**src/rtl/joint_pose_chain_update_assert.svh**
```systemverilog
// Assertion helpers for the pose chain block.
`ifndef JOINT_POSE_CHAIN_UPDATE_ASSERT_SVH
`define JOINT_POSE_CHAIN_UPDATE_ASSERT_SVH

// Consequent must hold in the same cycle as the antecedent.
`define JPCU_ASSERT_NOW(lbl, clk, rst_n, ante, cons, msg) \
    lbl: assert property (@(posedge clk) disable iff (!rst_n) (ante) |-> (cons)) \
        else $error(msg);

// Consequent must hold in the cycle after the antecedent.
`define JPCU_ASSERT_NEXT(lbl, clk, rst_n, ante, cons, msg) \
    lbl: assert property (@(posedge clk) disable iff (!rst_n) (ante) |=> (cons)) \
        else $error(msg);

`endif

```
**src/rtl/jpcu_pkg.sv**
```systemverilog
package jpcu_pkg;

    localparam int ROT_W     = 18;   // rotation entry, Q1.16
    localparam int Q_W       = 32;   // joint value / translation, Q16.16
    localparam int OP_W      = 3;
    localparam int ANG_W     = 35;   // reduced angle, Q30
    localparam int CORDIC_W  = 34;   // CORDIC x/y, Q30
    localparam int TAB_LEN   = 24;
    localparam int TAB_IDX_W = 5;
    localparam int ATAN_W    = 30;
    localparam int ANG_FRAC  = 30;
    localparam int TRIG_SHIFT = ANG_FRAC - 16;

    localparam int IN_DATA_W = 32;
    localparam int IN_USER_W = 4;
    localparam int OUT_FIELDS_W = 9 * ROT_W + 3 * Q_W;
    localparam int OUT_W = ((OUT_FIELDS_W + 7) / 8) * 8;

    localparam logic [OP_W-1:0] OP_REV_X = 3'd0;
    localparam logic [OP_W-1:0] OP_REV_Y = 3'd1;
    localparam logic [OP_W-1:0] OP_REV_Z = 3'd2;
    localparam logic [OP_W-1:0] OP_PRI_X = 3'd3;
    localparam logic [OP_W-1:0] OP_PRI_Y = 3'd4;
    localparam logic [OP_W-1:0] OP_PRI_Z = 3'd5;

    localparam logic signed [ROT_W-1:0] ROT_ONE  = 18'sh10000;
    localparam logic signed [ROT_W-1:0] ROT_ZERO = 18'sh00000;
    localparam logic signed [ROT_W-1:0] ROT_MAX  = 18'sh1FFFF;
    localparam logic signed [ROT_W-1:0] ROT_MIN  = 18'sh20000;

    localparam logic signed [ANG_W-1:0] TWO_PI_Q30  = 35'sd6746518852;
    localparam logic signed [ANG_W-1:0] PI_Q30      = 35'sd3373259426;
    localparam logic signed [ANG_W-1:0] HALF_PI_Q30 = 35'sd1686629713;
    localparam logic signed [CORDIC_W-1:0] GAIN_Q30 = 34'sd652032874;

    typedef enum logic [3:0] {
        S_IDLE,
        S_DISPATCH,
        S_TRANS,
        S_MOD,
        S_SIGN,
        S_WRAP,
        S_HALF,
        S_CORDIC,
        S_ROUND,
        S_ROW_A,
        S_ROW_B,
        S_ROW_W,
        S_DONE
    } t_state;

    typedef struct packed {
        logic load;
        logic trans_add;
        logic mod_step;
        logic sign;
        logic wrap;
        logic half;
        logic cordic_step;
        logic round;
        logic mul_a;
        logic mul_b;
        logic row_write;
        logic out_load;
    } t_cmd;

    typedef struct packed {
        logic is_rev;
        logic is_pri;
        logic mod_last;
        logic cordic_last;
        logic row_last;
    } t_status;

    // arctan(2^-i), Q30
    function automatic logic [ATAN_W-1:0] atan_q30(input logic [TAB_IDX_W-1:0] idx);
        logic [ATAN_W-1:0] v;
        case (idx)
            5'd0:    v = 30'd843314857;
            5'd1:    v = 30'd497837829;
            5'd2:    v = 30'd263043837;
            5'd3:    v = 30'd133525159;
            5'd4:    v = 30'd67021687;
            5'd5:    v = 30'd33543516;
            5'd6:    v = 30'd16775851;
            5'd7:    v = 30'd8388437;
            5'd8:    v = 30'd4194283;
            5'd9:    v = 30'd2097149;
            5'd10:   v = 30'd1048576;
            5'd11:   v = 30'd524288;
            5'd12:   v = 30'd262144;
            5'd13:   v = 30'd131072;
            5'd14:   v = 30'd65536;
            5'd15:   v = 30'd32768;
            5'd16:   v = 30'd16384;
            5'd17:   v = 30'd8192;
            5'd18:   v = 30'd4096;
            5'd19:   v = 30'd2048;
            5'd20:   v = 30'd1024;
            5'd21:   v = 30'd512;
            5'd22:   v = 30'd256;
            5'd23:   v = 30'd128;
            default: v = 30'd0;
        endcase
        return v;
    endfunction

endpackage

```
**src/rtl/jpcu_pose.sv**
```systemverilog
module jpcu_pose import jpcu_pkg::*; (
    input  logic                    i_clk,
    input  logic                    i_rst_n,
    input  t_cmd                    i_cmd,
    input  logic [OP_W-1:0]         i_op,
    input  logic signed [Q_W-1:0]   i_q,
    input  logic                    i_restart,
    input  logic signed [ROT_W-1:0] i_sin,
    input  logic signed [ROT_W-1:0] i_cos,
    output logic                    o_is_rev,
    output logic                    o_is_pri,
    output logic                    o_row_last,
    output logic [OUT_W-1:0]        o_data
);

    localparam int PROD_W = 2 * ROT_W;

    // rows circulate: row 0 is always the one being worked on
    logic signed [ROT_W-1:0]  r_rot [3][3];
    logic signed [Q_W-1:0]    r_trans [3];
    logic [1:0]               r_row;
    logic [OP_W-1:0]          r_op;
    logic signed [Q_W-1:0]    r_q;
    logic signed [PROD_W-1:0] r_p1, r_p2;
    logic signed [ROT_W-1:0]  r_new_a;
    logic [OUT_W-1:0]         r_out;

    logic [1:0]               ca, cb, tk;
    logic signed [ROT_W-1:0]  va, vb, new_b;
    logic signed [ROT_W-1:0]  row_new [3];
    logic signed [Q_W:0]      tsum;
    logic signed [Q_W-1:0]    tsat;

    function automatic logic signed [ROT_W-1:0] rnd_sat(input logic signed [PROD_W:0] v);
        logic signed [PROD_W+1:0] w;
        logic signed [PROD_W-15:0] t;
        w = (PROD_W+2)'(v) + (v[PROD_W] ? (PROD_W+2)'(32767) : (PROD_W+2)'(32768));
        t = (PROD_W-14)'(w >>> 16);
        if (t > (PROD_W-14)'(ROT_MAX))      return ROT_MAX;
        else if (t < (PROD_W-14)'(ROT_MIN)) return ROT_MIN;
        else                                return ROT_W'(t);
    endfunction

    always_comb begin
        unique case (r_op)
            OP_REV_X: begin ca = 2'd1; cb = 2'd2; end
            OP_REV_Y: begin ca = 2'd2; cb = 2'd0; end
            default:  begin ca = 2'd0; cb = 2'd1; end
        endcase
    end

    assign va    = r_rot[0][ca];
    assign vb    = r_rot[0][cb];
    assign new_b = rnd_sat((PROD_W+1)'(r_p1) - (PROD_W+1)'(r_p2));

    always_comb begin
        row_new     = r_rot[0];
        row_new[ca] = r_new_a;
        row_new[cb] = new_b;
    end

    assign tk   = 2'(r_op - OP_PRI_X);
    assign tsum = (Q_W+1)'(r_trans[tk]) + (Q_W+1)'(r_q);
    assign tsat = (tsum[Q_W] != tsum[Q_W-1]) ? {tsum[Q_W], {(Q_W-1){~tsum[Q_W]}}}
                                             : tsum[Q_W-1:0];

    always_ff @(posedge i_clk) begin
        if (!i_rst_n) begin
            for (int r = 0; r < 3; r++) begin
                for (int c = 0; c < 3; c++) r_rot[r][c] <= (r == c) ? ROT_ONE : ROT_ZERO;
                r_trans[r] <= '0;
            end
            r_row <= '0;
        end else begin
            if (i_cmd.load) begin
                r_row <= '0;
                if (i_restart) begin
                    for (int r = 0; r < 3; r++) begin
                        for (int c = 0; c < 3; c++)
                            r_rot[r][c] <= (r == c) ? ROT_ONE : ROT_ZERO;
                        r_trans[r] <= '0;
                    end
                end
            end
            if (i_cmd.trans_add) r_trans[tk] <= tsat;
            if (i_cmd.row_write) begin
                r_rot[0] <= r_rot[1];
                r_rot[1] <= r_rot[2];
                r_rot[2] <= row_new;
                r_row    <= r_row + 2'd1;
            end
        end
    end

    always_ff @(posedge i_clk) begin
        if (i_cmd.load) begin
            r_op <= i_op;
            r_q  <= i_q;
        end
        if (i_cmd.mul_a) begin
            r_p1 <= i_cos * va;
            r_p2 <= i_sin * vb;
        end
        if (i_cmd.mul_b) begin
            r_new_a <= rnd_sat((PROD_W+1)'(r_p1) + (PROD_W+1)'(r_p2));
            r_p1    <= i_cos * vb;
            r_p2    <= i_sin * va;
        end
        if (i_cmd.out_load) begin
            r_out <= {{(OUT_W-OUT_FIELDS_W){1'b0}},
                      r_trans[2], r_trans[1], r_trans[0],
                      r_rot[2][2], r_rot[2][1], r_rot[2][0],
                      r_rot[1][2], r_rot[1][1], r_rot[1][0],
                      r_rot[0][2], r_rot[0][1], r_rot[0][0]};
        end
    end

    assign o_is_rev   = (r_op == OP_REV_X) || (r_op == OP_REV_Y) || (r_op == OP_REV_Z);
    assign o_is_pri   = (r_op == OP_PRI_X) || (r_op == OP_PRI_Y) || (r_op == OP_PRI_Z);
    assign o_row_last = (r_row == 2'd2);
    assign o_data     = r_out;

endmodule

```
**config.mk**
```make
export PLATFORM = sky130hd
export DESIGN_NAME = jpcu_pose
export DESIGN_NICKNAME = d
export VERILOG_FILES = /design/src/rtl/joint_pose_chain_update_assert.svh /design/src/rtl/jpcu_pkg.sv /design/src/rtl/jpcu_pose.sv
export SDC_FILE = /design/constraint.sdc
export NUM_CORES = 2
export LEC_CHECK = 0
export CORE_MARGIN = 4
export CORE_UTILIZATION = 55
export DETAILED_ROUTE_END_ITERATION = 8
export DONT_BUFFER_PORTS = 1
export GPL_ROUTABILITY_DRIVEN = 1
export GPL_TIMING_DRIVEN = 0
export PLACE_DENSITY = 0.7
export SLEW_MARGIN = 20
export SYNTH_ARGS = -nofsm -noshare
export SYNTH_HDL_FRONTEND = slang
export SYNTH_SLANG_ARGS = --single-unit
```
**constraint.sdc**
```tcl
create_clock -name i_clk -period 28.5 [get_ports i_clk]
set_input_delay 1.425 -clock i_clk [delete_from_list [all_inputs] [get_ports i_clk]]
set_output_delay 1.425 -clock i_clk [all_outputs]
set_load 0.01 [all_outputs]
```
==> qor.yml <==
cts_buffer_depth: 3
fp.dieH_um: 391
critPathMaxFanout: 10
syn_area_um2: 80900
hold_viol_final: 0
finClkSkew_ns: 0.0484
antenna_found_initial: 33
crit_type: "reg2reg"
drt_iter0_drc: 5747
drc: 0
drv_slew: 0
hold_ws_ns: 0.422
cts_tree: "yes"
worst_skew_pair.late_latency_ns: 0.66
routed-via-count: 59442
drt-total-wl_um: 277000
io_buffers: 0
status: "finished, final reports clean"
cap_violations: 0
crit_arrival_ns: 13.56
r2r_cells: 36
cts_resized: 0
synth-seq-cells: 675
grt_pass1_wl_um: 403000
synth-main-ff-cell: "edfxtp_1"
synth_warnings: 0
io_pins: 353
initial_utilization: 0.554
core-area_um2: 146000
cts_root_buf: "clkbuf_16"
start_kind: "register"
whs_path_depth: 0
overflow: 0
relSlewSlack: 0.123
synth_edf_count: 673
placed_area_um2: 83900
cts_buffers: 58
slowest_delay_ns: 0.87
ant_nets: 0
worst_pin_slew_ns: 1.31
syn_to_final_growth_pct: 6.20
period_needed_ns: 13.24
routedWlPerCell_um: 27.7
post-route-period-util: 0.465
dpl.hpwl_um: 223000
synth_area_per_cell_um2: 10.2
vias_per_cell: 5.96
max_freq_mhz: 75.5
clkTransAtPathRegs_ns: 0.07
cts.sinks: 675
crit_path_end_kind: "register"
design_area_um2: 85900
cts_hold_buf: 0
gp_congestion: 1.04
grt_usage: 0.365
fin_setup_tns_ns: 0
worst_path_max_delay_cell: "nand2_1"
async_flop_share: 0
first_pass_iters: 8
syn_inst: 7900
post-route-util: 0.589
die_w_um: 391
grt_pass1_vias: 60385
grt_max_degree: 259
final_layout_size_suffix_gt1_frac: 0.0385
ys_types: 106
min_path_type: "reg2reg"
rsz0062_at_grt: "false"
ys_seq_area_frac: 0.250
core.rowCount: 140
dieArea_um2: 153000
postCtsSetupRepairBufs: 0
setup_viol: 0
crit_required_ns: 28.82
nets: 9892
htree_levels: 2
cells in the final DEF, fill, tap and decap left out, types with 61 or more instances in the layout:
cell      Yosys  final
inv_1      1538   1538
fa_1       1319   1319
nand2_1     829    826
edfxtp_1    673    673
and2_1      533    533
ha_1        502    502
clkbuf_1    317    311
nor2_1      268    268
a21oi_1     217    210
xnor2_1     180    179
nor2b_1     164    164
o21ai_0     161    161
and3_1      127    126
a21o_1       85     85
xor2_1       80     80
nand3_1      65     65
nor3_1       61     61
o211ai_1     61     61
metal layers:
layer / vias up / part of all wire / GRT usage
met1: 29896 / 0.35 / 0.450
met4: 6 / 0.093 / 0.263
met2: 3525 / 0.44 / 0.552
li1: 25176 / - / -
met5: - / 0.00013 / 0
met3: 839 / 0.12 / 0.105
final timing paths:
path	slack, ns	start	endpoint
worst max-delay path	15.26	r_op[0]$_DFFE_PP_	r_p1[32]$_DFFE_PP_
worst min-delay path	0.42	r_rot[0][60]$_SDFFCE_PN0P_	o_data[96]$_DFFE_PP_
worst max register to register	15.26	r_op[0]$_DFFE_PP_	r_p1[32]$_DFFE_PP_
worst min register to register	0.42	r_rot[0][60]$_SDFFCE_PN0P_	o_data[96]$_DFFE_PP_
stage by stage:
step,cells,setup slack [ns]
2_1_floorplan,7905,18.89
3_3_place_gp,9822,12.64
3_5_place_dp,9842,15.11
4_1_cts,9950,15.05
5_1_grt,9952,14.76
6_report,9976,15.26
cells in the mapped netlist (all sizes together) (7+ instances only):
cell,number,share of area
o21bai,23,0.0021
nor3,63,0.0040
mux2i,14,0.0017
o21a,36,0.0033
edfxtp,673,0.25
a21boi,11,0.0010
and3,127,0.0098
or4,7,0.00070
ha,502,0.078
a211o,11,0.0012
buf,82,0.0048
o211ai,62,0.0058
a31o,7,0.00076
fa,1319,0.33
o31a,7,0.00076
a221o,8,0.00099
and2,534,0.041
nand4,20,0.0017
a211oi,34,0.0032
a22oi,54,0.0050
nor2,268,0.012
a31oi,34,0.0028
a22o,19,0.0021
or2,31,0.0024
nand2,833,0.039
mux4,32,0.0089
nor3b,10,0.00093
o211a,7,0.00087
a21o,85,0.0079
o31ai,22,0.0020
xnor2,180,0.019
inv,1542,0.072
nor4,19,0.0017
nand2b,57,0.0044
clkbuf,317,0.015
mux2,11,0.0015
o21ai,188,0.012
nand3,65,0.0040
a2111oi,10,0.0016
or3,24,0.0019
xor2,80,0.0087
nor2b,165,0.013
a21oi,220,0.014
cell type report:
| class | instances | area (µm²) |
|---|---|---|
| inverters | 1543 | 5790 |
| clock inverters | 41 | 438 |
| plain buffers | 399 | 1610 |
| multi-input cells | 5288 | 53500 |
| repair buffers | 20 | 370 |
| clock buffers | 67 | 1510 |
| flip-flops and latches | 675 | 20200 |
| fillers | 12347 | 60000 |
| diodes | 26 | 65.1 |
| well taps | 1917 | 2400 |
kinds of logic (layout without fill, tap and decap cells):
group | Yosys count | after routing | synth area share
compound gates | 894 | 894 | 0.0739
buf+inv | 1942 | 2070 | 0.0912
flops | 675 | 675 | 0.250
fa+ha+maj | 1827 | 1827 | 0.405
xor+xnor | 260 | 260 | 0.0282
other cells | 1 | 32 | 0.0000464
simple gates | 2244 | 2244 | 0.139
mux | 57 | 57 | 0.0122
worst max-delay path, delay by kind of cell, from the launching register on:
kind | cells | cell delay, ns
adders and majority gates | 8 | 3.72
buffers and inverters | 12 | 3.16
AOI/OAI and AO/OA | 6 | 2.91
and+or+nand+nor | 9 | 2.49
DFF | 1 | 0.42
xor gates and xnor gates | 1 | 0.19
state kept, by name (all words and copies together), names as in the netlist:
register	flops
r_q	32
o_data	258
r_p2	36
r_trans	128
r_row	2
r_rot	162
r_op	3
r_p1	36
r_new_a	18
Power is not shown: default switching activity piles up to over one toggle a cycle in this logic, so the estimate is an artifact.
