File: config.mk
export PLATFORM = sky130hd
export DESIGN_NAME = jpcu_sincos
export DESIGN_NICKNAME = d
export VERILOG_FILES = /design/src/rtl/joint_pose_chain_update_assert.svh /design/src/rtl/jpcu_pkg.sv /design/src/rtl/jpcu_sincos.sv
export SDC_FILE = /design/constraint.sdc
export NUM_CORES = 2
export LEC_CHECK = 0
export BUFFER_PORTS_ARGS = -buffer_cell sky130_fd_sc_hd__buf_2
export CAP_MARGIN = 40
export CORE_ASPECT_RATIO = 0.75
export CORE_MARGIN = 5
export CORE_UTILIZATION = 25
export DETAILED_ROUTE_END_ITERATION = 8
export RECOVER_POWER = 50
export SLEW_MARGIN = 15
export SYNTH_ARGS = -nofsm -noshare
export SYNTH_HDL_FRONTEND = slang
export SYNTH_SLANG_ARGS = --single-unit
File: constraint.sdc
create_clock -name i_clk -period 7.07 [get_ports i_clk]
set_clock_uncertainty 0.2 [all_clocks]
set_input_delay 1.0605 -clock i_clk [delete_from_list [all_inputs] [get_ports i_clk]]
set_output_delay 1.0605 -clock i_clk [all_outputs]
set_load 0.02 [all_outputs]
File: src/rtl/joint_pose_chain_update_assert.svh
// Assertion helpers for the pose chain block.
`ifndef JOINT_POSE_CHAIN_UPDATE_ASSERT_SVH
`define JOINT_POSE_CHAIN_UPDATE_ASSERT_SVH

// Consequent must hold in the same cycle as the antecedent.
`define JPCU_ASSERT_NOW(lbl, clk, rst_n, ante, cons, msg) \
    lbl: assert property (@(posedge clk) disable iff (!rst_n) (ante) |-> (cons)) \
        else $error(msg);

// Consequent must hold in the cycle after the antecedent.
`define JPCU_ASSERT_NEXT(lbl, clk, rst_n, ante, cons, msg) \
    lbl: assert property (@(posedge clk) disable iff (!rst_n) (ante) |=> (cons)) \
        else $error(msg);

`endif

File: src/rtl/jpcu_pkg.sv
package jpcu_pkg;

    localparam int ROT_W     = 18;   // rotation entry, Q1.16
    localparam int Q_W       = 32;   // joint value / translation, Q16.16
    localparam int OP_W      = 3;
    localparam int ANG_W     = 35;   // reduced angle, Q30
    localparam int CORDIC_W  = 34;   // CORDIC x/y, Q30
    localparam int TAB_LEN   = 24;
    localparam int TAB_IDX_W = 5;
    localparam int ATAN_W    = 30;
    localparam int ANG_FRAC  = 30;
    localparam int TRIG_SHIFT = ANG_FRAC - 16;

    localparam int IN_DATA_W = 32;
    localparam int IN_USER_W = 4;
    localparam int OUT_FIELDS_W = 9 * ROT_W + 3 * Q_W;
    localparam int OUT_W = ((OUT_FIELDS_W + 7) / 8) * 8;

    localparam logic [OP_W-1:0] OP_REV_X = 3'd0;
    localparam logic [OP_W-1:0] OP_REV_Y = 3'd1;
    localparam logic [OP_W-1:0] OP_REV_Z = 3'd2;
    localparam logic [OP_W-1:0] OP_PRI_X = 3'd3;
    localparam logic [OP_W-1:0] OP_PRI_Y = 3'd4;
    localparam logic [OP_W-1:0] OP_PRI_Z = 3'd5;

    localparam logic signed [ROT_W-1:0] ROT_ONE  = 18'sh10000;
    localparam logic signed [ROT_W-1:0] ROT_ZERO = 18'sh00000;
    localparam logic signed [ROT_W-1:0] ROT_MAX  = 18'sh1FFFF;
    localparam logic signed [ROT_W-1:0] ROT_MIN  = 18'sh20000;

    localparam logic signed [ANG_W-1:0] TWO_PI_Q30  = 35'sd6746518852;
    localparam logic signed [ANG_W-1:0] PI_Q30      = 35'sd3373259426;
    localparam logic signed [ANG_W-1:0] HALF_PI_Q30 = 35'sd1686629713;
    localparam logic signed [CORDIC_W-1:0] GAIN_Q30 = 34'sd652032874;

    typedef enum logic [3:0] {
        S_IDLE,
        S_DISPATCH,
        S_TRANS,
        S_MOD,
        S_SIGN,
        S_WRAP,
        S_HALF,
        S_CORDIC,
        S_ROUND,
        S_ROW_A,
        S_ROW_B,
        S_ROW_W,
        S_DONE
    } t_state;

    typedef struct packed {
        logic load;
        logic trans_add;
        logic mod_step;
        logic sign;
        logic wrap;
        logic half;
        logic cordic_step;
        logic round;
        logic mul_a;
        logic mul_b;
        logic row_write;
        logic out_load;
    } t_cmd;

    typedef struct packed {
        logic is_rev;
        logic is_pri;
        logic mod_last;
        logic cordic_last;
        logic row_last;
    } t_status;

    // arctan(2^-i), Q30
    function automatic logic [ATAN_W-1:0] atan_q30(input logic [TAB_IDX_W-1:0] idx);
        logic [ATAN_W-1:0] v;
        case (idx)
            5'd0:    v = 30'd843314857;
            5'd1:    v = 30'd497837829;
            5'd2:    v = 30'd263043837;
            5'd3:    v = 30'd133525159;
            5'd4:    v = 30'd67021687;
            5'd5:    v = 30'd33543516;
            5'd6:    v = 30'd16775851;
            5'd7:    v = 30'd8388437;
            5'd8:    v = 30'd4194283;
            5'd9:    v = 30'd2097149;
            5'd10:   v = 30'd1048576;
            5'd11:   v = 30'd524288;
            5'd12:   v = 30'd262144;
            5'd13:   v = 30'd131072;
            5'd14:   v = 30'd65536;
            5'd15:   v = 30'd32768;
            5'd16:   v = 30'd16384;
            5'd17:   v = 30'd8192;
            5'd18:   v = 30'd4096;
            5'd19:   v = 30'd2048;
            5'd20:   v = 30'd1024;
            5'd21:   v = 30'd512;
            5'd22:   v = 30'd256;
            5'd23:   v = 30'd128;
            default: v = 30'd0;
        endcase
        return v;
    endfunction

endpackage

File: src/rtl/jpcu_sincos.sv
module jpcu_sincos import jpcu_pkg::*; #(
    parameter int CORDIC_STEPS  = 16,
    parameter int FRACTION_BITS = 16
) (
    input  logic                    i_clk,
    input  logic                    i_rst_n,
    input  t_cmd                    i_cmd,
    input  logic signed [Q_W-1:0]   i_q,
    output logic                    o_mod_last,
    output logic                    o_cordic_last,
    output logic signed [ROT_W-1:0] o_sin,
    output logic signed [ROT_W-1:0] o_cos
);

    localparam int SH        = ANG_FRAC - FRACTION_BITS;
    localparam int MW        = Q_W + SH;
    localparam int K         = 29 - FRACTION_BITS;   // width of the 2*pi quotient
    localparam int RP        = 38;                   // reciprocal scale, 2^RP
    localparam int RCP_W     = RP + SH - 32;
    localparam longint RCP_L = (longint'(1) <<< (RP + SH)) / longint'(TWO_PI_Q30);
    localparam logic [RCP_W-1:0] RCP      = RCP_W'(RCP_L);
    localparam logic [MW-1:0]    TWO_PI_M = MW'($unsigned(TWO_PI_Q30));
    localparam int MOD_STEPS = 3;                    // quotient, subtract, correct
    localparam int NSTEP     = (CORDIC_STEPS < TAB_LEN) ? CORDIC_STEPS : TAB_LEN;
    localparam int CNT_MAX   = (MOD_STEPS > NSTEP) ? MOD_STEPS : NSTEP;
    localparam int CNT_W     = $clog2(CNT_MAX);

    logic [CNT_W-1:0]           r_cnt;
    logic [Q_W-1:0]             r_qa;
    logic [K-1:0]               r_quo;
    logic [MW-1:0]              r_mag;
    logic                       r_neg, r_flip;
    logic signed [ANG_W-1:0]    r_z;
    logic signed [CORDIC_W-1:0] r_x, r_y;
    logic signed [ROT_W-1:0]    r_sin, r_cos;

    logic [Q_W-1:0]             q_abs;
    logic [Q_W+RCP_W-1:0]       quo_prod;
    logic [MW-1:0]              quo_mul;
    logic signed [ANG_W-1:0]    rem, at;
    logic signed [CORDIC_W-1:0] dx, dy;
    logic [CORDIC_W-1:0]        x_abs, y_abs;
    logic [CORDIC_W:0]          x_rnd, y_rnd;
    logic                       x_neg, y_neg;

    assign q_abs    = i_q[Q_W-1] ? Q_W'(-i_q) : Q_W'(i_q);
    // quotient estimate from the reciprocal of 2*pi is low by at most one
    assign quo_prod = r_qa * RCP;
    assign quo_mul  = MW'(r_quo) * TWO_PI_M;
    assign rem      = signed'(r_mag[ANG_W-1:0]);
    assign dx       = r_y >>> r_cnt;
    assign dy       = r_x >>> r_cnt;
    assign at       = signed'({{(ANG_W-ATAN_W){1'b0}}, atan_q30(TAB_IDX_W'(r_cnt))});

    // round half away from zero; the quadrant flip only changes the sign
    assign x_abs = r_x[CORDIC_W-1] ? CORDIC_W'(-r_x) : CORDIC_W'(r_x);
    assign y_abs = r_y[CORDIC_W-1] ? CORDIC_W'(-r_y) : CORDIC_W'(r_y);
    assign x_rnd = ({1'b0, x_abs} + (CORDIC_W+1)'(1 << (TRIG_SHIFT - 1))) >> TRIG_SHIFT;
    assign y_rnd = ({1'b0, y_abs} + (CORDIC_W+1)'(1 << (TRIG_SHIFT - 1))) >> TRIG_SHIFT;
    assign x_neg = r_x[CORDIC_W-1] ^ r_flip;
    assign y_neg = r_y[CORDIC_W-1] ^ r_flip;

    always_ff @(posedge i_clk) begin
        if (!i_rst_n) begin
            r_cnt <= '0;
        end else if (i_cmd.load || i_cmd.half) begin
            r_cnt <= '0;
        end else if (i_cmd.mod_step || i_cmd.cordic_step) begin
            r_cnt <= r_cnt + 1'b1;
        end
    end

    always_ff @(posedge i_clk) begin
        if (i_cmd.load) begin
            r_qa  <= q_abs;
            r_mag <= MW'(q_abs) << SH;
            r_neg <= i_q[Q_W-1];
        end
        if (i_cmd.mod_step) begin
            // step 0: quotient, step 1: subtract, step 2: one correction
            if (r_cnt == CNT_W'(0))      r_quo <= K'(quo_prod >> RP);
            else if (r_cnt == CNT_W'(1)) r_mag <= r_mag - quo_mul;
            else if (r_mag >= TWO_PI_M)  r_mag <= r_mag - TWO_PI_M;
        end
        if (i_cmd.sign) r_z <= r_neg ? -rem : rem;
        if (i_cmd.wrap) begin
            if (r_z > PI_Q30)        r_z <= r_z - TWO_PI_Q30;
            else if (r_z <= -PI_Q30) r_z <= r_z + TWO_PI_Q30;
        end
        if (i_cmd.half) begin
            r_x <= GAIN_Q30;
            r_y <= '0;
            if (r_z > HALF_PI_Q30) begin
                r_z    <= r_z - PI_Q30;
                r_flip <= 1'b1;
            end else if (r_z < -HALF_PI_Q30) begin
                r_z    <= r_z + PI_Q30;
                r_flip <= 1'b1;
            end else begin
                r_flip <= 1'b0;
            end
        end
        if (i_cmd.cordic_step) begin
            if (!r_z[ANG_W-1]) begin
                r_x <= r_x - dx;
                r_y <= r_y + dy;
                r_z <= r_z - at;
            end else begin
                r_x <= r_x + dx;
                r_y <= r_y - dy;
                r_z <= r_z + at;
            end
        end
        if (i_cmd.round) begin
            r_cos <= x_neg ? -signed'(ROT_W'(x_rnd)) : signed'(ROT_W'(x_rnd));
            r_sin <= y_neg ? -signed'(ROT_W'(y_rnd)) : signed'(ROT_W'(y_rnd));
        end
    end

    assign o_mod_last    = (r_cnt == CNT_W'(MOD_STEPS - 1));
    assign o_cordic_last = (r_cnt == CNT_W'(NSTEP - 1));
    assign o_sin         = r_sin;
    assign o_cos         = r_cos;

endmodule

==> summary by stage <==
Floorplanning
The die boundary width is 501 um. The core footprint is 0.180 mm^2. The cell row count is 135. The initial utilization of the core area, before any placement, comes to 25.1%. The top-level I/O count is 84. The die covers 0.190 mm^2.

Measured along the y axis, the die boundary spans 378 um.

Placement
The final weighted congestion of routability-driven global placement is 0.970. The cell count after placement is 7839. The count of input and output buffers is 78. Detailed placement finished with a half-perimeter wire length of 117000 um. Timing analysis after detailed placement gives a worst setup slack of -0.563 ns.

Logic synthesis
By area the synthesized netlist is led by sky130_fd_sc_hd__fa_1 15%, sky130_fd_sc_hd__ha_1 14%, sky130_fd_sc_hd__edfxtp_1 10%. Counting every net in the synthesized netlist gives 6124. The mean cell area of the mapped netlist is 8.63 um^2. Counting distinct cell types in the post-synthesis netlist gives 105. The top-area cell type share of the netlist area is 14.6%. The cell taking the most area after synthesis is sky130_fd_sc_hd__fa_1. Counting every instance in the synthesized netlist gives 5241. The post-synthesis instance area is 0.0452 mm^2. The flip-flop cell with the highest count after synthesis is sky130_fd_sc_hd__edfxtp_1. The sequential share of the synthesized area is 15.1%. Counting flops with an async set or reset pin after synthesis yields a share of 0%.

The synthesis warning total is 0. After synthesis the netlist holds a flip-flop and latch count of 264. The number of flops mapped to enable cells by yosys is 154.

GRT
The first global-routing pass estimated 229000 um of wire. Global routing consumed, over all layers together, 15.0% of the routing resources. The via count of the first global-routing pass is 39.0k. The initial antenna violation count is 6. After global routing the overflow that remains totals 0. Entering global routing, the biggest net connects 60 pins.

Timing
The share of the clock period used by the worst path after layout is 106%. The count of final setup violators is 26. The worst-case headroom to the max-slew limit is -142%. Subtracting the final worst setup slack from the clock period gives 7.47 ns. The peak clock frequency supported by timing is 0.134 GHz. Setup repair after global routing could not meet its margin everywhere. The number of slew-limit violations in the final report is 167. Across all setup checks in the final design, the least slack found is -0.404 ns.

At the pin with the least slew margin, the transition time is 3.63 ns. The hold violation total from the final report came to 0.

Clock network
For this design, the CTS-stage hold fixing added 0 buffers. The clock-pin transition on the worst setup and hold timing paths is 0.07 ns. CTS built an H-tree with a depth of 2.

The clock tree from TritonCTS is yes. The number of clock buffers added by TritonCTS is 35. The buffer levels on the longest clock path is 3. The cell sitting at the root of the clock tree is a sky130_fd_sc_hd__clkbuf_16.

Counting every sink on the clock net gives 264. The insertion delay to the later sink of the worst-skew pair is 0.58 ns.

Cells and area
The filler cells instantiated in the layout total 18.8k. The final cell count without fillers is 7966. The area added between synthesis and finish is 17.1%.

In the final design database the tool counted 6421 nets. Cells with a size suffix above 1 make up 15.9% of the layout.

Setup path
Setup slack on the worst reg-to-reg path comes out at -0.40 ns. The maximum fanout encountered on the critical timing path is 3. In this design, the stage delay of the slowest critical-path cell is 0.62 ns. The critical path's most frequent cell is sky130_fd_sc_hd__fa_1.

The worst setup path is launched from a flip-flop. The worst setup path is captured at a flip-flop. In this run the critical register-to-register path is captured at r_mag[45]. The endpoint arrival time on the critical path is 7.76 ns. On the critical path, the stage with the largest delay is an instance of sky130_fd_sc_hd__fa_2. At the worst endpoint, the required time is 7.35 ns. The start of the worst register-to-register path is r_quo[3]. The number of cell instances on the worst register-to-register path is 29.

The worst setup path is of the reg2reg kind.

Route
The detailed-route vias per instance is 5.20. For this run, design rule violations remaining after detail routing come to 0. The total via count in the routed design is 41.5k. The detailed router finished its first iteration with 4014 violations. In the final routed layout, each cell accounts on average for 18.6 um. The count of nets left with antenna violations once routing finished came out at 0. Before antenna repair, the detailed router went through 6 iterations. After detailed routing, the total wire length is 148000 um.

Run status
The run finished, with violations left. The final reports fail on capacitance limit, slew limit, setup timing.

Worst hold path
The path type of the worst min-delay path is reg2reg. The worst hold path depth is 2. The worst hold path begins at r_mag[43]. The worst hold path terminates at r_mag[43].

Job
Across the run, the number of max-cap violations was 4.
## flip-flops by register name, summed over array words and instances, names as in the netlist
name and flops:
at 28, o_cos 18, o_sin 18, r_cnt 4, r_flip 1, r_mag 46
r_neg 1, r_qa 32, r_quo 13, r_x 34, r_y 34, r_z 35
## worst max-delay path: cells and delay by family (launching register included)
family | cells | cell delay, ns
adder cells (fa/ha/maj) | 7 | 3.10
AO/OA/AOI/OAI | 10 | 2.27
buffers and inverters | 4 | 0.34
flip-flops | 1 | 0.49
AND/OR/NAND/NOR | 6 | 0.58
XOR/XNOR | 2 | 0.39
## how the worst max path moves through the flow
stage	end	from	slack [ns]
after floorplan	r_mag[45]	r_quo[1]	-0.004
after global placement	r_mag[44]	r_quo[1]	-0.49
after detailed placement	r_mag[44]	r_quo[1]	-0.56
after CTS	r_mag[45]	r_quo[2]	-0.31
after global routing	r_mag[37]	r_quo[3]	-0.67
final	r_mag[45]	r_quo[3]	-0.40
## cell type report
type	count	area, um^2	share of cell area (%)
repair buffers	521	3790	7.15
flip-flops and latches	264	6840	12.9
inverters	538	2020	3.82
well taps	2397	3000	5.66
multi-input cells	4178	36200	68.3
clock buffers	45	976	1.84
diodes	5	12.5	0.0236
clock inverters	18	183	0.345
## through the flow
stage	utilization, %	hold WS [ns]	instance area (um^2)	TNS, ns
after floorplan	-	0.282	45500	-0.00427
after global placement	28.1	0.327	50600	-6.70
after detailed placement	28.1	0.332	50700	-7.31
after CTS	29.0	0.343	52400	-3.50
after global routing	29.4	0.401	53000	-15.94
final	29.4	0.349	53000	-6.41
## layout by cell type, fill, tap and decap left out, drive strengths merged, types with 76 or more instances in the layout
master	synthesis	final
xnor2	257	257
nor3	114	114
inv	533	534
edfxtp	154	154
clkbuf	207	89
fa	329	329
a21o	127	127
nor2	398	398
a21oi	340	340
o21ai	282	282
nand3	98	98
mux4	76	76
ha	508	508
dfxtp	110	110
nand2	341	341
buf	54	474
xor2	198	198
## synth_stat cells, drive strengths merged, types with 43 or more instances
cell	instances
nand4	44
o21ai	282
xnor2	257
edfxtp	154
inv	533
mux2	46
o211ai	43
nor2	398
o21a	47
dfxtp	110
a31oi	61
mux2i	66
nand3	98
nand2b	44
clkbuf	207
ha	508
fa	329
nand2	341
a21o	127
and3	52
buf	54
xor2	198
nor3	114
and2	45
mux4	76
a21oi	340
## cell families (layout without fill, tap and decap cells)
group                      Yosys count  after routing  share of synthesized area, %
and+or+nand+nor                   1352           1352                          14.5
AOI/OAI and AO/OA                 1345           1345                          19.6
adders and majority gates          838            838                          28.6
buffers and inverters              799           1122                          6.94
xor gates and xnor gates           455            455                          8.86
DFF                                264            264                          15.1
muxes                              188            188                          6.42
other                                0              5                             0
## layer usage
layer	GRT usage, %	wire length [um]	share of wire [%]	vias to the layer above
li1	-	-	-	19400
met1	23.5	72500	49	20200
met2	20.8	59100	40	1677
met3	2.51	13100	8.9	159
met4	3.45	3040	2.1	4
met5	0.205	62	0.042	-
## repair_timing
item / in CTS / in global routing
endpoints found under the setup margin: 25 / 36
setup buffers: 27 / 33
gates resized for setup: 77 / 101
endpoints found under the hold margin: 0 / 0
pin swaps: 94 / 104
Power is left out: the tool's default activity adds up to more than one toggle a clock period on the data nets, which glitch-free logic cannot reach.
