File: config.mk
export PLATFORM = sky130hd
export DESIGN_NAME = jpcu_ctrl
export DESIGN_NICKNAME = d
export VERILOG_FILES = /design/src/rtl/joint_pose_chain_update_assert.svh /design/src/rtl/jpcu_pkg.sv /design/src/rtl/jpcu_ctrl.sv
export SDC_FILE = /design/constraint.sdc
export NUM_CORES = 1
export LEC_CHECK = 0
export ABC_CLOCK_PERIOD_IN_PS = 1450
export BUFFER_PORTS_ARGS = -buffer_cell sky130_fd_sc_hd__buf_4
export CORE_AREA = 2 2 39 41
export DETAILED_ROUTE_END_ITERATION = 7
export DIE_AREA = 0 0 41 43
export HOLD_SLACK_MARGIN = 0.08
export PLACE_DENSITY = 0.66
export SLEW_MARGIN = 0
export SYNTH_ARGS = -nofsm -noshare
export SYNTH_HDL_FRONTEND = slang
export SYNTH_SLANG_ARGS = --single-unit
export TNS_END_PERCENT = 100
File: constraint.sdc
create_clock -name i_clk -period 1.45 [get_ports i_clk]
set_input_delay 0.0725 -clock i_clk [delete_from_list [all_inputs] [get_ports i_clk]]
set_output_delay 0.0725 -clock i_clk [all_outputs]
set_load 0.03 [all_outputs]
File: src/rtl/joint_pose_chain_update_assert.svh
// Assertion helpers for the pose chain block.
`ifndef JOINT_POSE_CHAIN_UPDATE_ASSERT_SVH
`define JOINT_POSE_CHAIN_UPDATE_ASSERT_SVH

// Consequent must hold in the same cycle as the antecedent.
`define JPCU_ASSERT_NOW(lbl, clk, rst_n, ante, cons, msg) \
    lbl: assert property (@(posedge clk) disable iff (!rst_n) (ante) |-> (cons)) \
        else $error(msg);

// Consequent must hold in the cycle after the antecedent.
`define JPCU_ASSERT_NEXT(lbl, clk, rst_n, ante, cons, msg) \
    lbl: assert property (@(posedge clk) disable iff (!rst_n) (ante) |=> (cons)) \
        else $error(msg);

`endif

File: src/rtl/jpcu_pkg.sv
package jpcu_pkg;

    localparam int ROT_W     = 18;   // rotation entry, Q1.16
    localparam int Q_W       = 32;   // joint value / translation, Q16.16
    localparam int OP_W      = 3;
    localparam int ANG_W     = 35;   // reduced angle, Q30
    localparam int CORDIC_W  = 34;   // CORDIC x/y, Q30
    localparam int TAB_LEN   = 24;
    localparam int TAB_IDX_W = 5;
    localparam int ATAN_W    = 30;
    localparam int ANG_FRAC  = 30;
    localparam int TRIG_SHIFT = ANG_FRAC - 16;

    localparam int IN_DATA_W = 32;
    localparam int IN_USER_W = 4;
    localparam int OUT_FIELDS_W = 9 * ROT_W + 3 * Q_W;
    localparam int OUT_W = ((OUT_FIELDS_W + 7) / 8) * 8;

    localparam logic [OP_W-1:0] OP_REV_X = 3'd0;
    localparam logic [OP_W-1:0] OP_REV_Y = 3'd1;
    localparam logic [OP_W-1:0] OP_REV_Z = 3'd2;
    localparam logic [OP_W-1:0] OP_PRI_X = 3'd3;
    localparam logic [OP_W-1:0] OP_PRI_Y = 3'd4;
    localparam logic [OP_W-1:0] OP_PRI_Z = 3'd5;

    localparam logic signed [ROT_W-1:0] ROT_ONE  = 18'sh10000;
    localparam logic signed [ROT_W-1:0] ROT_ZERO = 18'sh00000;
    localparam logic signed [ROT_W-1:0] ROT_MAX  = 18'sh1FFFF;
    localparam logic signed [ROT_W-1:0] ROT_MIN  = 18'sh20000;

    localparam logic signed [ANG_W-1:0] TWO_PI_Q30  = 35'sd6746518852;
    localparam logic signed [ANG_W-1:0] PI_Q30      = 35'sd3373259426;
    localparam logic signed [ANG_W-1:0] HALF_PI_Q30 = 35'sd1686629713;
    localparam logic signed [CORDIC_W-1:0] GAIN_Q30 = 34'sd652032874;

    typedef enum logic [3:0] {
        S_IDLE,
        S_DISPATCH,
        S_TRANS,
        S_MOD,
        S_SIGN,
        S_WRAP,
        S_HALF,
        S_CORDIC,
        S_ROUND,
        S_ROW_A,
        S_ROW_B,
        S_ROW_W,
        S_DONE
    } t_state;

    typedef struct packed {
        logic load;
        logic trans_add;
        logic mod_step;
        logic sign;
        logic wrap;
        logic half;
        logic cordic_step;
        logic round;
        logic mul_a;
        logic mul_b;
        logic row_write;
        logic out_load;
    } t_cmd;

    typedef struct packed {
        logic is_rev;
        logic is_pri;
        logic mod_last;
        logic cordic_last;
        logic row_last;
    } t_status;

    // arctan(2^-i), Q30
    function automatic logic [ATAN_W-1:0] atan_q30(input logic [TAB_IDX_W-1:0] idx);
        logic [ATAN_W-1:0] v;
        case (idx)
            5'd0:    v = 30'd843314857;
            5'd1:    v = 30'd497837829;
            5'd2:    v = 30'd263043837;
            5'd3:    v = 30'd133525159;
            5'd4:    v = 30'd67021687;
            5'd5:    v = 30'd33543516;
            5'd6:    v = 30'd16775851;
            5'd7:    v = 30'd8388437;
            5'd8:    v = 30'd4194283;
            5'd9:    v = 30'd2097149;
            5'd10:   v = 30'd1048576;
            5'd11:   v = 30'd524288;
            5'd12:   v = 30'd262144;
            5'd13:   v = 30'd131072;
            5'd14:   v = 30'd65536;
            5'd15:   v = 30'd32768;
            5'd16:   v = 30'd16384;
            5'd17:   v = 30'd8192;
            5'd18:   v = 30'd4096;
            5'd19:   v = 30'd2048;
            5'd20:   v = 30'd1024;
            5'd21:   v = 30'd512;
            5'd22:   v = 30'd256;
            5'd23:   v = 30'd128;
            default: v = 30'd0;
        endcase
        return v;
    endfunction

endpackage

File: src/rtl/jpcu_ctrl.sv
module jpcu_ctrl import jpcu_pkg::*; (
    input  logic    i_clk,
    input  logic    i_rst_n,
    input  logic    i_s_tvalid,
    output logic    o_s_tready,
    input  logic    i_m_tready,
    output logic    o_m_tvalid,
    input  t_status i_status,
    output t_cmd    o_cmd
);

    t_state r_state, n_state;
    logic   r_m_valid, n_m_valid;

    always_ff @(posedge i_clk) begin
        if (!i_rst_n) begin
            r_state   <= S_IDLE;
            r_m_valid <= 1'b0;
        end else begin
            r_state   <= n_state;
            r_m_valid <= n_m_valid;
        end
    end

    always_comb begin
        n_state    = r_state;
        o_cmd      = '0;
        o_s_tready = 1'b0;
        n_m_valid  = r_m_valid && !i_m_tready;
        unique case (r_state)
            S_IDLE: begin
                o_s_tready = 1'b1;
                if (i_s_tvalid) begin
                    o_cmd.load = 1'b1;
                    n_state    = S_DISPATCH;
                end
            end
            S_DISPATCH: begin
                if (i_status.is_rev)      n_state = S_MOD;
                else if (i_status.is_pri) n_state = S_TRANS;
                else                      n_state = S_DONE;
            end
            S_TRANS: begin
                o_cmd.trans_add = 1'b1;
                n_state         = S_DONE;
            end
            S_MOD: begin
                o_cmd.mod_step = 1'b1;
                if (i_status.mod_last) n_state = S_SIGN;
            end
            S_SIGN: begin
                o_cmd.sign = 1'b1;
                n_state    = S_WRAP;
            end
            S_WRAP: begin
                o_cmd.wrap = 1'b1;
                n_state    = S_HALF;
            end
            S_HALF: begin
                o_cmd.half = 1'b1;
                n_state    = S_CORDIC;
            end
            S_CORDIC: begin
                o_cmd.cordic_step = 1'b1;
                if (i_status.cordic_last) n_state = S_ROUND;
            end
            S_ROUND: begin
                o_cmd.round = 1'b1;
                n_state     = S_ROW_A;
            end
            S_ROW_A: begin
                o_cmd.mul_a = 1'b1;
                n_state     = S_ROW_B;
            end
            S_ROW_B: begin
                o_cmd.mul_b = 1'b1;
                n_state     = S_ROW_W;
            end
            S_ROW_W: begin
                o_cmd.row_write = 1'b1;
                n_state         = i_status.row_last ? S_DONE : S_ROW_A;
            end
            S_DONE: begin
                if (!r_m_valid || i_m_tready) begin
                    o_cmd.out_load = 1'b1;
                    n_m_valid      = 1'b1;
                    n_state        = S_IDLE;
                end
            end
            default: n_state = S_IDLE;
        endcase
    end

    assign o_m_tvalid = r_m_valid;

endmodule

==> metrics, run 1 <==
outcome finished, final reports clean; #FFs+latches synth 5; DRT Pass-1 Iters 5; crit-path max FO 5; Max Cap Viol 0; leakage power 0.000357 uW; first-pass GRT wire length 2340 um; htree depth 1; Yosys warning count 0; Final GP Congestion 0.814; Crit-path slowest cell or4_1; CTS sink cnt 5; row count 14; Clock power frac 9.1%; layout overhead on the synthesized area 72.1%; Clock Tree Root clkbuf_4; Slew @ Worst Pin 0.296 ns; # diodes 0; f_max 714 MHz; antenna-violating nets left 0; top cell type's share of synthesized area 22.1%; largest net degree at the start of global routing 13; initial antenna violation count 0; DRC Markers 0; final WL 1520 um; Overall Power 1840 uW; CTS tree yes; vias per cell 5.32; Die Y 43 um; Hold Path Depth 2; R2R Path Start r_state[1]$_SDFFE_PN0P_; post-synthesis area per instance 6.66 um2; crit-path leading delay family simple AND/OR/NAND/NOR gates; critical path data arrival time 1.58 ns; Sequential Power Share 16.7%; Pint 934 uW; start point of the critical path r_state[1]$_SDFFE_PN0P_; Mapped Area 453 um2; Die X-Extent 41 um; Hold Crit Class in -> reg; Comb pwr share 74.2%; Core Footprint 1380 um2; Iter 0 DRT Violations 14; final setup fails 0; worst setup margin 0.0498 ns; CP max stage delay 0.55 ns; P per Cell Area 2360 nW/um2; worst skew pair latency 0.25 ns; reg2reg path depth 3; clock skew 0.00277 ns; final core utilization 56.3%; CTS Buffer Depth 2; critical path class reg -> reg; crit-path cells or4_1 -> a311oi_2 -> a31o_1; sw frac 49.3%; via count 623; die area 1760 um2; worst reg2reg setup slack 0.05 ns; fin cells 117; IO Pins 23; Setup crit start kind flop; Total Routing Usage GR 20.3%; share of post-route cells with drive strength above 1 53.5%; final hold vios 0; worst hold start i_rst_n; CTS clock-pin slew for the worst setup and hold paths 0.04 ns; area leader, netlist dfxtp_1; worst ir drop on vdd 0.00122 V; Worst Setup End Kind flop; grt ovf 0; buffers and inverters on the worst path 0; sw power 909 uW; vias in the first global route 546; Final Max Slew Viols 0; Post-Place Cells 112; Net count, final 111; Starting Density 32.7%; CTS Buf Count 3; Critical Path RT 1.63 ns; main area contributors after synthesis dfxtp_1 (22%), nor2_1 (9.1%), nand2_1 (8.3%); Synth Instances 68; Netlist cell types 30; final worst-path cycle share 96.6%; detailed placement HPWL 1090 um; Synthesized Nets 77; relative slew slack 80.3%; Post-Place Setup Slack 0.0106 ns; Min Hold Slack 0.0818 ns; Tmin final 1.40 ns; register area share after synthesis 22.1%; drt wl/cell 13.0 um; Hold Buf Count CTS 0; hold endpoint r_state[3]$_SDFFE_PN0P_; Critical R2R Capture r_state[3]$_SDFFE_PN0P_; buffers added on ports 22
-- worst max path at each step --
stage | to | depth (start not counted)
2_1_floorplan | o_cmd[8] | 3
3_3_place_gp | r_state[3]$_SDFFE_PN0P_ | 3
3_5_place_dp | r_state[3]$_SDFFE_PN0P_ | 3
4_1_cts | r_state[3]$_SDFFE_PN0P_ | 3
5_1_grt | r_state[3]$_SDFFE_PN0P_ | 5
6_report | r_state[3]$_SDFFE_PN0P_ | 3
-- cell families (layout without fill, tap and decap cells) --
family | Yosys count | in the layout | synth area share, %
simple gates | 36 | 36 | 37.3
compound gates | 17 | 17 | 27.6
buf+inv | 8 | 41 | 8.56
flops | 5 | 5 | 22.1
mux | 2 | 2 | 4.42
-- flip-flops by register name, summed over array words and instances, names as in the netlist --
name / cells
r_state: 4
o_m_tvalid: 1
-- routing by layer --
| layer | part of all wire (%) | up-vias | routed length (um) | global-route usage [%] |
|---|---|---|---|---|
| li1 | - | 316 | - | - |
| met1 | 43 | 282 | 651 | 23.7 |
| met2 | 51 | 25 | 774 | 30.6 |
| met3 | 6.3 | 0 | 96 | 3.14 |
| met4 | 0 | 0 | 0 | 16.0 |
| met5 | 0 | - | 0 | 0 |
-- cells in the mapped netlist --
library cell,instances
a211o_1,1
a21oi_1,3
a221oi_1,1
a2bb2oi_1,1
a311oi_1,1
a31o_1,1
a31o_2,1
a31oi_1,1
and3_1,1
buf_2,1
buf_6,1
clkbuf_1,3
dfxtp_1,5
inv_1,3
mux2i_1,2
nand2_1,10
nand2b_1,3
nand3_1,2
nand4_1,1
nor2_1,11
nor2b_1,2
nor3_1,2
nor4_1,2
o21ai_0,3
o221a_2,1
o311ai_0,1
o31ai_1,1
o32ai_1,1
or2_2,1
or4_1,1
-- timing repair --
action	CTS	global route
gates resized for setup	4	11
gates cloned	0	0
buffers inserted	2	0
setup endpoints to repair	5	13
pin swaps	0	3
-- power by group through the flow --
| stage | combinational (uW) | clock (uW) | sequential, uW |
|---|---|---|---|
| after floorplan | 807 | 0 | 245 |
| after detailed placement | 1240 | 0 | 286 |
| after CTS | 1290 | 169 | 283 |
| final | 1370 | 168 | 307 |
| after global placement | 1240 | 0 | 285 |
| after global routing | 1470 | 182 | 317 |
-- cell usage in the layout, fill, tap and decap left out, types with 2 or more instances in the layout --
| cell type | netlist | final |
|---|---|---|
| nor2_2 | 0 | 4 |
| buf_4 | 0 | 34 |
| o21ai_0 | 3 | 3 |
| nand2b_1 | 3 | 3 |
| nor2_1 | 11 | 7 |
| nor2b_1 | 2 | 2 |
| nand2_1 | 10 | 9 |
| mux2i_1 | 2 | 2 |
| clkbuf_4 | 0 | 3 |
| dfxtp_2 | 0 | 3 |
| inv_1 | 3 | 2 |
| nand3_1 | 2 | 2 |
| a21oi_1 | 3 | 3 |
-- per-stage QoR --
stage	area, um2	TNS (ns)
2_1_floorplan	464	0
3_3_place_gp	704	0
3_5_place_dp	704	0
4_1_cts	751	0
5_1_grt	779	-0.00263
6_report	779	0
-- cell type report --
| class | instances | area, um2 |
|---|---|---|
| inverters | 3 | 11.3 |
| well taps | 16 | 20.0 |
| repair buffers | 34 | 255 |
| fillers | 126 | 604 |
| multi-input cells | 55 | 359 |
| flip-flops and latches | 5 | 108 |
| clock buffers | 4 | 26.3 |
No activity file was read; power rests on OpenSTA's default activity.
==> run 2, diff against run 1 <==
--- a/config.mk
+++ b/config.mk
@@ -8,6 +8,8 @@
 export ABC_CLOCK_PERIOD_IN_PS = 1450
 export BUFFER_PORTS_ARGS = -buffer_cell sky130_fd_sc_hd__buf_4
 export CORE_AREA = 2 2 39 41
+export CTS_BUF_LIST = sky130_fd_sc_hd__clkbuf_8
+export CTS_CLUSTER_DIAMETER = 100
 export DETAILED_ROUTE_END_ITERATION = 7
 export DIE_AREA = 0 0 41 43
 export HOLD_SLACK_MARGIN = 0.08
==> run 2 against run 1 <==
Net effect: cell count down 0.85%; clock skew rose by 0.0035 ns; setup slack worse by 0.042 ns; flip-flop and latch count did not move; critical path depth up 2; sequential power increased by 5%; maximum frequency decreased by 2.9%; register-to-register slack barely moved; first-iteration DRC count down 29%; count of clock-buffer cells in the layout fell by 1; die area did not move; combinational power is essentially flat; critical endpoint is now o_cmd[9]; largest cell class unchanged.
==> metrics, run 2 (synthesized netlist as in run 1, its figures left out) <==
Fillers 128 (+1.6%); f_max 693 MHz (-2.9%); critical path class reg -> out; final hold vios 0 (unchanged); R2R Path Start r_state[1]$_SDFFE_PN0P_; via count 628 (+0.80%); htree depth 1 (unchanged); Slew @ Worst Pin 0.285 ns (-0.0102 ns); Hold Crit Class in -> reg; Critical Path RT 1.38 ns (-0.25 ns); RSZ-0062 raised after global routing yes; Clock Tree Root clkbuf_8; Starting Density 32.7% (unchanged); P per Cell Area 2410 nW/um2 (+2.1%); fin cells 116 (-0.85%); antenna-violating nets left 0 (unchanged); final WL 1510 um (-0.99%); Setup crit start kind flop; Iter 0 DRT Violations 10 (-4); Final Max Slew Viols 0 (unchanged); relative slew slack 80.9% (+0.68 points); Largest register FFs 4 (unchanged); DRC Markers 0 (unchanged); Die X-Extent 41 um (unchanged); crit path capture o_cmd[9]; Net count, final 110 (-0.90%); initial antenna violation count 0 (unchanged); worst ir drop on vdd 0.00104 V (-15%); leakage power 0.000363 uW (+1.8%); clock skew 0.00631 ns (+0.00353 ns); DRT Pass-1 Iters 4 (-1); Die Y 43 um (unchanged); layout overhead on the synthesized area 77.3%; Post-Place Setup Slack 0.0106 ns (unchanged); final worst-path cycle share 99.5% (+2.9 points); share of post-route cells with drive strength above 1 52.0% (-1.5 points); Critical R2R Capture r_state[3]$_SDFFE_PN0P_; row count 14 (unchanged); # diodes 0 (unchanged); Worst Setup End Kind output pin; most frequent cells in the layout buf_4 (30), nand2_1 (9), nor2_1 (7); CTS tree yes; Post-Place Cells 112 (unchanged); Total Routing Usage GR 18.4% (-1.9 points); Tmin final 1.44 ns (+0.0422 ns); CTS Buf Count 3 (unchanged); die area 1760 um2 (unchanged); detailed placement HPWL 1090 um (unchanged); Largest Register r_state; worst reg2reg setup slack 0.04 ns (about the same); final setup fails 0 (unchanged); worst hold start i_rst_n; grt ovf 0 (unchanged); vias per cell 5.41 (+1.7%); Overall Power 1940 uW (+5.2%); largest net degree at the start of global routing 13 (unchanged); reg2reg path depth 3 (unchanged); vias in the first global route 540 (-1.1%); crit-path max FO 6 (+1); CTS clock-pin slew for the worst setup and hold paths 0.04 ns (about the same); start point of the critical path r_state[2]$_SDFFE_PN0P_; buffers added on ports 22 (unchanged); CTS sink cnt 5 (unchanged); CTS Buffer Depth 2 (unchanged); drt wl/cell 13.0 um (-0.13%); worst skew pair latency 0.22 ns (-0.03 ns); first-pass GRT wire length 2260 um (-3.2%); Core Footprint 1380 um2 (unchanged); worst setup margin 0.00759 ns (-0.0422 ns); IO Pins 23 (unchanged); Final GP Congestion 0.814 (unchanged); critical path data arrival time 1.37 ns (-0.21 ns); outcome finished, final reports clean; Post-Route Setup TNS 0 ns (unchanged); most common cell after layout, fill and taps aside buf_4; Max Cap Viol 0 (unchanged)
## run 2: cell types whose count changed in the layout (fill, tap and decap cells not counted), sizes merged
| cell | delta |
|---|---|
| clkbuf | -1 |
| buf | -1 |
| inv | +1 |
## run 2: routing by layer
layer,share of wire (%),wire length [um],GRT usage [%],vias up
met1,42,627,22.1,287
li1,-,-,-,312
met5,0,0,0,-
met2,51,762,30.0,27
met4,0.73,11,8.00,0
met3,7.0,105,3.14,2
## run 2: how the worst min path moves through the flow
stage                                         end  slack [ns]  depth (start not counted)
final                     r_state[3]$_SDFFE_PN0P_        0.11                          2
after global placement    r_state[3]$_SDFFE_PN0P_        0.34                          2
after floorplan           r_state[3]$_SDFFE_PN0P_        0.21                          1
after CTS                 r_state[3]$_SDFFE_PN0P_        0.11                          2
after global routing      r_state[3]$_SDFFE_PN0P_        0.11                          2
after detailed placement  r_state[3]$_SDFFE_PN0P_        0.34                          2
## run 2: layout make-up
cell class | count | area [um2] | area share, %
multi-input cells | 55 | 360 | 44.9
repair buffers | 33 | 259 | 32.2
flip-flops and latches | 5 | 108 | 13.4
clock buffers | 3 | 41.3 | 5.14
well taps | 16 | 20.0 | 2.49
inverters | 3 | 11.3 | 1.40
clock inverters | 1 | 3.75 | 0.467
## run 2: power breakdown
| group | leakage (uW) | internal [uW] | switching (uW) |
|---|---|---|---|
| combinational | 0.000294 | 617 | 747 |
| clock | 0.0000269 | 182 | 71.1 |
| sequential | 0.0000428 | 213 | 109 |
| total | 0.000363 | 1010 | 927 |
## run 2: stage by stage
step / cell area, um2 / util [%] / hold slack (ns)
final: 803 / 58.0 / 0.110
after detailed placement: 704 / 50.9 / 0.337
after global placement: 704 / 50.9 / 0.338
after global routing: 803 / 58.0 / 0.108
after CTS: 757 / 54.7 / 0.107
after floorplan: 464 / - / 0.207
## run 2: critical path, cell delays in order (launching register included)
cell and delay (ns):
dfxtp_4 0.35, buf_4 0.14, or2_2 0.31, buf_6 0.14
nor2_4 0.08, buf_6 0.13
## run 2: repair_timing
action                                  in CTS  in global routing
cloned                                       0                  0
pin swaps                                    0                  2
buffers inserted                             0                  0
hold buffers                                 0                  0
resized for setup                            2                 16
endpoints found under the setup margin       3                 10
==> run 3, diff against run 2 <==
--- a/config.mk
+++ b/config.mk
@@ -5,6 +5,7 @@
 export SDC_FILE = /design/constraint.sdc
 export NUM_CORES = 1
 export LEC_CHECK = 0
+export ABC_AREA = 1
 export ABC_CLOCK_PERIOD_IN_PS = 1450
 export BUFFER_PORTS_ARGS = -buffer_cell sky130_fd_sc_hd__buf_4
 export CORE_AREA = 2 2 39 41
@@ -13,7 +14,7 @@
 export DETAILED_ROUTE_END_ITERATION = 7
 export DIE_AREA = 0 0 41 43
 export HOLD_SLACK_MARGIN = 0.08
-export PLACE_DENSITY = 0.66
+export PLACE_DENSITY = 0.68
 export SLEW_MARGIN = 0
 export SYNTH_ARGS = -nofsm -noshare
 export SYNTH_HDL_FRONTEND = slang
==> run 3 against run 2 <==
Net effect: sequential power shrank 16%; clock power shrank 3%; global-route usage shrank 3.1 points; setup slack gained 0.16 ns; flip-flop and latch count is the same; critical path depth is the same; critical endpoint is now o_cmd[3]; highest routed layer is now met3.
==> metrics, run 3 <==
outcome finished, final reports clean; Synth Instances 84 (+24%); relative slew slack 81.5% (+0.53 points); CP max stage delay 0.41 ns (+0.06 ns); Post-Route Setup TNS 0 ns (unchanged); top-count cell post-synth inv_1; CTS tree yes; RSZ-0062 raised after global routing no; post-synthesis area per instance 5.68 um2 (-15%); Post-CTS Setup Inserts 0 (unchanged); # diodes 0 (unchanged); Starting Density 34.4% (+1.7 points); Worst Setup End Kind output pin; final hold vios 0 (unchanged); post-place instance area 662 um2 (-6.0%); most common cell after layout, fill and taps aside buf_4; worst reg2reg setup slack 0.25 ns (+0.21 ns); Hold Buf Count CTS 0 (unchanged); worst hold start i_m_tready; Setup crit start kind flop; Slew @ Worst Pin 0.278 ns (-0.00776 ns); CTS Buf Count 3 (unchanged); Die X-Extent 41 um (unchanged); Clock Tree Root clkbuf_8; register area share after synthesis 21.0% (-1.1 points); Total Routing Usage GR 15.3% (-3.1 points); buffers and inverters on the worst path 3 (unchanged); grt ovf 0 (unchanged); htree depth 1 (unchanged); CTS clock-pin slew for the worst setup and hold paths 0.04 ns (about the same); most frequent cells in the layout buf_4 (22), inv_1 (20), nand2_1 (16); via count 540 (-14%); final WL 1050 um (-30%); Hold Path Depth 4 (+2); critical path class reg -> out; buffers added on ports 22 (unchanged); detailed placement HPWL 913 um (-16%); leakage power 0.000406 uW (+12%); clock skew 0.000620 ns (-0.00568 ns); async set-or-reset flop fraction in the synthesized netlist 0% (unchanged); Main synth FF type dfxtp_1; Largest register FFs 4 (unchanged); Die Y 43 um (unchanged); DRT Pass-1 Iters 4 (unchanged); Final GP Congestion 0.829 (+1.9%); final worst-path cycle share 88.4% (-11 points); die area 1760 um2 (unchanged); row count 14 (unchanged); Crit-path slowest cell dfxtp_1; Synthesized Nets 93 (+21%); main area contributors after synthesis dfxtp_1 (21%), inv_1 (15%), nand2_1 (13%); EDFF count, synth 0 (unchanged); CTS sink cnt 5 (unchanged); crit-path leading delay family flip-flops; Yosys warning count 0 (unchanged); crit-path max FO 4 (-2); Hold Crit Class in -> reg; Largest Register r_state; Max Cap Viol 0 (unchanged); P per Cell Area 2080 nW/um2 (-14%); Final Max Slew Viols 0 (unchanged); antenna-violating nets left 0 (unchanged); first-pass GRT wire length 1910 um (-16%); layout overhead on the synthesized area 48.3%; most numerous cell on the critical path nor2_1; #FFs+latches synth 5 (unchanged); critical path data arrival time 1.21 ns (-0.16 ns); Critical R2R Capture r_state[1]$_SDFFE_PN0P_; Post-synth top cells inv_1 (19), nand2_1 (16), nor2_1 (14); vias in the first global route 506 (-6.3%); drt wl/cell 8.32 um (-36%); DRC Markers 0 (unchanged); vias per cell 4.29 (-21%); IO Pins 23 (unchanged); Critical Path RT 1.38 ns (about the same); Reg area 100 um2 (-7.0%); Mapped Area 477 um2 (+5.2%); crit-path cells inv_2 -> nor2_1 -> inv_1 -> nor2_1 -> buf_4; area leader, netlist dfxtp_1; reg2reg path depth 7 (+4); CTS resizes 0 (-2); footprint of the multi-input gates 298 um2 (-17%); share of post-route cells with drive strength above 1 34.5% (-17 points); worst ir drop on vdd 0.000974 V (-6.3%); Tmin final 1.28 ns (-0.161 ns); initial antenna violation count 0 (unchanged); top cell type's share of synthesized area 21.0% (-1.1 points); hold endpoint o_m_tvalid$_SDFF_PN0_; Fillers 152 (+19%); Iter 0 DRT Violations 6 (-4); final setup fails 0 (unchanged); f_max 780 MHz (+13%); final instance area 707 um2 (-12%); Net count, final 120 (+9.1%); Core Footprint 1380 um2 (unchanged); R2R Path Start r_state[3]$_SDFFE_PN0P_; largest net degree at the start of global routing 9 (-4); CTS Buffer Depth 2 (unchanged); worst skew pair latency 0.22 ns (about the same); Netlist cell types 16 (-47%); Min Hold Slack 0.133 ns (+0.0224 ns)
-- run 3: logic make-up after synthesis --
family,Yosys count,share of synthesized area [%]
simple gates,48,51.4
buf+inv,21,16.5
compound gates,10,11.0
flops,5,21.0
-- run 3: power by group --
group | switching (uW) | internal, uW
sequential | 84.4 | 187
combinational | 616 | 340
clock | 64.4 | 181
-- run 3: through the flow --
step | instances | total power (uW) | setup WS, ns | utilization [%]
2_1_floorplan | 84 | 978 | 0.0413 | -
3_3_place_gp | 122 | 1230 | 0.247 | 47.8
3_5_place_dp | 122 | 1230 | 0.243 | 47.8
4_1_cts | 126 | 1480 | 0.178 | 51.1
5_1_grt | 126 | 1620 | 0.0446 | 51.1
6_report | 126 | 1470 | 0.168 | 51.1
-- run 3: layout make-up --
| class | count | share of cell area (%) |
|---|---|---|
| multi-input cells | 58 | 42.1 |
| repair buffers | 22 | 23.4 |
| flip-flops and latches | 5 | 14.2 |
| inverters | 21 | 11.2 |
| clock buffers | 3 | 5.84 |
| well taps | 16 | 2.83 |
| clock inverters | 1 | 0.531 |
-- run 3: layer usage --
metal	global-route usage (%)	part of all wire (%)	wire length, um
met5	0	0	0
met4	8.00	0	0
met3	1.57	1.8	19
met2	22.2	52	546
met1	21.3	46	481
-- run 3: worst reg2reg max path, cell delays in order, from the launching register on --
cell and delay [ns]:
dfxtp_1 0.47, inv_2 0.07, nand2_2 0.13, nor2_4 0.06, nand2_4 0.06, nand2_4 0.05
o21ai_1 0.16, a21oi_1 0.08
-- run 3: worst max path at each step --
stage	end	depth (start not counted)	from
floorplan	r_state[0]$_SDFFE_PN0P_	6	r_state[3]$_SDFFE_PN0P_
global placement	r_state[0]$_SDFFE_PN0P_	7	r_state[3]$_SDFFE_PN0P_
detailed placement	r_state[1]$_SDFFE_PN0P_	7	r_state[3]$_SDFFE_PN0P_
CTS	o_cmd[3]	5	r_state[0]$_SDFFE_PN0P_
global route	o_cmd[7]	5	r_state[0]$_SDFFE_PN0P_
finish	o_cmd[3]	5	r_state[0]$_SDFFE_PN0P_
